==> src/hw/rtl/lmd_pkg.sv <==
// shared types, register indexes and constant tables of the vibrato delay
`default_nettype none
package lmd_pkg;

	localparam int CfgIdxBits = 2;
	typedef logic [CfgIdxBits-1:0] cfg_idx_t;

	localparam cfg_idx_t CFG_PHASE_STEP  = 2'd0;
	localparam cfg_idx_t CFG_DEPTH_CENTS = 2'd1;
	localparam cfg_idx_t CFG_BASE_DELAY  = 2'd2;
	localparam cfg_idx_t CFG_WET_LEVEL   = 2'd3;

	localparam int CfgDataBits = 24;
	typedef logic [CfgDataBits-1:0] cfg_data_t;

	localparam logic [10:0] DEPTH_MAX = 11'd1200;
	localparam logic [15:0] MIX_ONE   = 16'd32768;

	// floor(v / 75) for v below 2^23 as (v * RECIP_75) >> 30
	localparam logic [23:0] RECIP_75 = 24'd14316558;

	typedef logic [17:0] exp2_t;
	localparam exp2_t EXP2_TAB [17] = '{
		18'd65536, 18'd68438, 18'd71468, 18'd74632, 18'd77936, 18'd81386,
		18'd84990, 18'd88752, 18'd92682, 18'd96785, 18'd101070, 18'd105545,
		18'd110218, 18'd115098, 18'd120194, 18'd125515, 18'd131072
	};

	typedef struct packed {
		logic en;
		logic keep;
	} mac_ctl_t;

	// quarter wave sine magnitude in q15, evaluated at elaboration only
	function automatic logic [15:0] sine_mag(input int unsigned j, input int unsigned sh);
		longint unsigned one;
		longint unsigned x;
		longint unsigned th;
		longint unsigned t2;
		longint unsigned a;
		longint unsigned b;
		longint unsigned c;
		longint unsigned s;
		longint unsigned v;
		one = 64'd1 << 30;
		x = 64'(j) << sh;
		th = x * 64'd25736;
		t2 = (th * th) >> 30;
		a = one - t2 / 64'd42;
		b = one - ((t2 * a) >> 30) / 64'd20;
		c = one - ((t2 * b) >> 30) / 64'd6;
		s = (th * c) >> 30;
		v = (s + 64'd16384) >> 15;
		if (v > 64'd32767) begin
			v = 64'd32767;
		end
		return v[15:0];
	endfunction

endpackage
`default_nettype wire

==> src/hw/rtl/lmd_mac.sv <==
// shared signed multiply accumulate unit
`default_nettype none
module lmd_mac #(
	parameter int AW = 25,
	parameter int BW = 25,
	parameter int ACCW = 52
) (
	input  wire logic                    clk,
	input  wire lmd_pkg::mac_ctl_t       ctl,
	input  wire logic signed [AW-1:0]    a,
	input  wire logic signed [BW-1:0]    b,
	input  wire logic signed [ACCW-1:0]  addend,
	output logic signed [ACCW-1:0]       acc_q
);
	import lmd_pkg::*;

	logic signed [ACCW-1:0] prod;
	logic signed [ACCW-1:0] base;

	assign prod = ACCW'(a * b);
	assign base = ctl.keep ? acc_q : '0;

	always_ff @(posedge clk) begin
		if (ctl.en) begin
			acc_q <= base + prod + addend;
		end
	end
endmodule
`default_nettype wire

==> config.mk <==
export PLATFORM = sky130hd
export DESIGN_NAME = lmd_mac
export DESIGN_NICKNAME = d
export VERILOG_FILES = /design/src/hw/rtl/lmd_pkg.sv /design/src/hw/rtl/lmd_mac.sv
export SDC_FILE = /design/constraint.sdc
export NUM_CORES = 2
export LEC_CHECK = 0
export BUFFER_PORTS_ARGS = -buffer_cell sky130_fd_sc_hd__buf_2
export CAP_MARGIN = 5
export CORE_MARGIN = 5
export CORE_UTILIZATION = 48
export DETAILED_ROUTE_END_ITERATION = 16
export HOLD_SLACK_MARGIN = 0.02
export PLACE_DENSITY = 0.68
export SLEW_MARGIN = 5
export SYNTH_ARGS = -nofsm -noshare
export SYNTH_HDL_FRONTEND = slang
export SYNTH_SLANG_ARGS = --single-unit
==> constraint.sdc <==
create_clock -name clk -period 8.75 [get_ports clk]
set_clock_uncertainty 0.15 [all_clocks]
set_input_delay 1.75 -clock clk [delete_from_list [all_inputs] [get_ports clk]]
set_output_delay 1.75 -clock clk [all_outputs]
set_load 0.01 [all_outputs]
==> out/qor.txt <==
R2R cell count = 24
Slew @ Worst Pin = 0.790 ns
crit-path cells = buf_2 > buf_4 > and2_1 > fa_1 > inv_1 > fa_1 > inv_1 > fa_1 > fa_1 > fa_1 > fa_1 > fa_1 > ha_1 > a21oi_1 > o21ai_0 > nor4_1 > a211oi_2 > buf_4 > a21oi_1 > o311ai_2 > o221ai_1 > xnor2_1
Port Buf Inserts = 156
Worst path slowest cell = fa_1
part of the Yosys area used for sequential elements = 0.0539
Clock Pin Slew Worst Setup and Hold Paths = 0.08 ns
max reg flops = 52
fmax = 117 MHz
min Tclk post-route = 8.54 ns
Post-DRT Antenna Nets = 0
global-route wire length before repair = 121000 um
Initial Utilization = 0.482
HP Class = flip-flop to flip-flop
Top FF cell, synth = edfxtp_1
WHS = 0.718 ns
Seq. cell area = 0.00156 mm^2
Chip Height = 256 um
synth warn = 0
Syn Std Cell Area = 0.0290 mm^2
reg2reg end = acc_q[50]
Reg with most FFs = acc_q
largest net degree at the start of global routing = 53
WL final = 71900 um
I/O pin cnt = 157
CP endpoint kind = flip-flop
Most common cell on crit path = fa_1
highest-count cells in the layout ignoring fill and taps = 954 x inv_1, 789 x fa_1, 397 x nand2_1, 286 x and2_1, 168 x ha_1
Arr. time, crit path = 8.45 ns
CTS H-tree lvls = 2
Cells after Synth = 3102
final setup violation count = 0
Worst Path Max Fanout = 8
number of detailed-route iterations in the first pass = 5
delay of the slowest critical-path stage = 0.64 ns
Layout area overhead = 9.60%
Max-cap violations = 0
Final nets = 4358
Worst Min Path Start = acc_q[0]
Die ar. = 0.0654 mm^2
Hold Buf Count CTS = 0
proportion of layout cells with a drive suffix above 1 = 0.102
core area = 0.0601 mm^2
via count = 20100
GRT Total Usage = 0.231
vias in the first global route = 22100
Syn Area/Cell = 9.35 um^2
Rows = 90
Cell variety after synth = 50
# Post-CTS Setup Buffers = 0
CTS tree = yes
reg2reg start = acc_q[15]
GPL Wtd Cong = 0.935
DRC = 0
crit path launch type = input pin
Via density = 4.93
Die W = 256 um
share of async-settable or async-resettable flops after synthesis = 0
Clock Sink Count = 52
fin cells = 4078
most common cell after layout, fill and taps aside = inv_1
final worst-path cycle share = 0.976
Multi-input gate area = 0.0234 mm^2
DRT iter0 DRCs = 1319
register bit total from synthesis = 52
number of synthesized flops with an enable pin = 52
CTS Buf Count = 5
final hold viol count = 0
initial antenna violation count = 3
Slew HR = 0.473
Filler Cell Count = 5514
average wire per standard cell = 17.6 um
syn_nets = 4165
latest clock arrival within the worst-skew pair = 0.32 ns
WS Path Type = input pin to flip-flop
grt total ovfl = 0
final-report max-slew violation count = 0
CTS Buffer Depth = 2
post-layout util = 0.528
WP data required = 8.66 ns
setup slack, reg-to-reg = 1.63 ns
Root Driver = clkbuf_16
setup TNS = 0 ns
dpl hpwl = 66000 um
Inst Count DP = 4070
outcome = finished, final reports clean
Top Registers = acc_q x52
crit path launch = a[14]
Setup crit end = acc_q[50]
==> logic make-up after synthesis <==
group                      synth area share
AOI/OAI and AO/OA                    0.0381
DFF                                  0.0539
buffers and inverters                 0.140
adders and majority gates             0.618
xor gates and xnor gates             0.0193
and+or+nand+nor                       0.131
==> through the flow <==
stage	setup slack [ns]	area (um^2)
CTS	0.158	31700
detailed placement	-0.132	31600
global route	-0.0965	31800
floorplan	0.255	29000
finish	0.208	31800
global placement	-0.101	31600
==> cell type report <==
class / instances / area share
Inverter: 955 / 0.113
Timing Repair Buffer: 313 / 0.0649
Tap cell: 782 / 0.0308
Sequential cell: 52 / 0.0491
Clock inverter: 2 / 0.00189
Antenna cell: 1 / 0.0000787
Clock buffer: 5 / 0.00394
Multi-Input combinational cell: 1968 / 0.736
==> routing by layer <==
| metal | global-route usage | vias to the layer above | wire, um |
|---|---|---|---|
| li1 | - | 9141 | - |
| met1 | 0.363 | 10200 | 34200 |
| met2 | 0.333 | 658 | 30400 |
| met3 | 0.0431 | 66 | 5510 |
| met4 | 0.0550 | 0 | 1770 |
| met5 | 0 | - | 0 |
==> Yosys cell counts, types with 3 or more instances <==
cell type	n	share of area
xor2_1	18	0.0054
clkbuf_1	124	0.016
a211oi_1	8	0.0021
nand4_1	13	0.0028
o21bai_1	11	0.0028
ha_1	169	0.073
xnor2_1	46	0.014
nand2b_1	13	0.0028
inv_1	954	0.12
nor2b_1	10	0.0022
a21oi_1	47	0.0081
nand3_1	8	0.0014
o21ai_0	31	0.0054
nand2_1	398	0.052
a31oi_1	10	0.0022
fa_1	789	0.54
a21o_1	28	0.0072
a41oi_1	3	0.00091
nor2_1	41	0.0053
edfxtp_1	52	0.054
and3_1	3	0.00065
nor3_1	3	0.00052
o21a_1	4	0.0010
and2_1	287	0.062
==> critical path, delay by kind of cell <==
kind,cells,cell delay (ns)
simple gates,2,0.56
buf+inv,5,0.65
compound gates,6,1.39
xor+xnor,1,0.10
fa+ha+maj,8,3.99
==> worst min path at each step <==
| stage | endpoint | slack, ns | cells after the start |
|---|---|---|---|
| after floorplan | acc_q[0] | 0.73 | 3 |
| after global placement | acc_q[0] | 0.68 | 3 |
| after detailed placement | acc_q[0] | 0.69 | 3 |
| after CTS | acc_q[0] | 0.70 | 3 |
| after global routing | acc_q[0] | 0.74 | 3 |
| final | acc_q[0] | 0.72 | 3 |
==> repair_timing <==
item	4_1_cts	5_1_grt
resized for setup	0	9
setup endpoints to repair	0	9
endpoints found under the hold margin	0	0
Power is not shown: default switching activity piles up to over one toggle a cycle in this logic, so the estimate is an artifact.
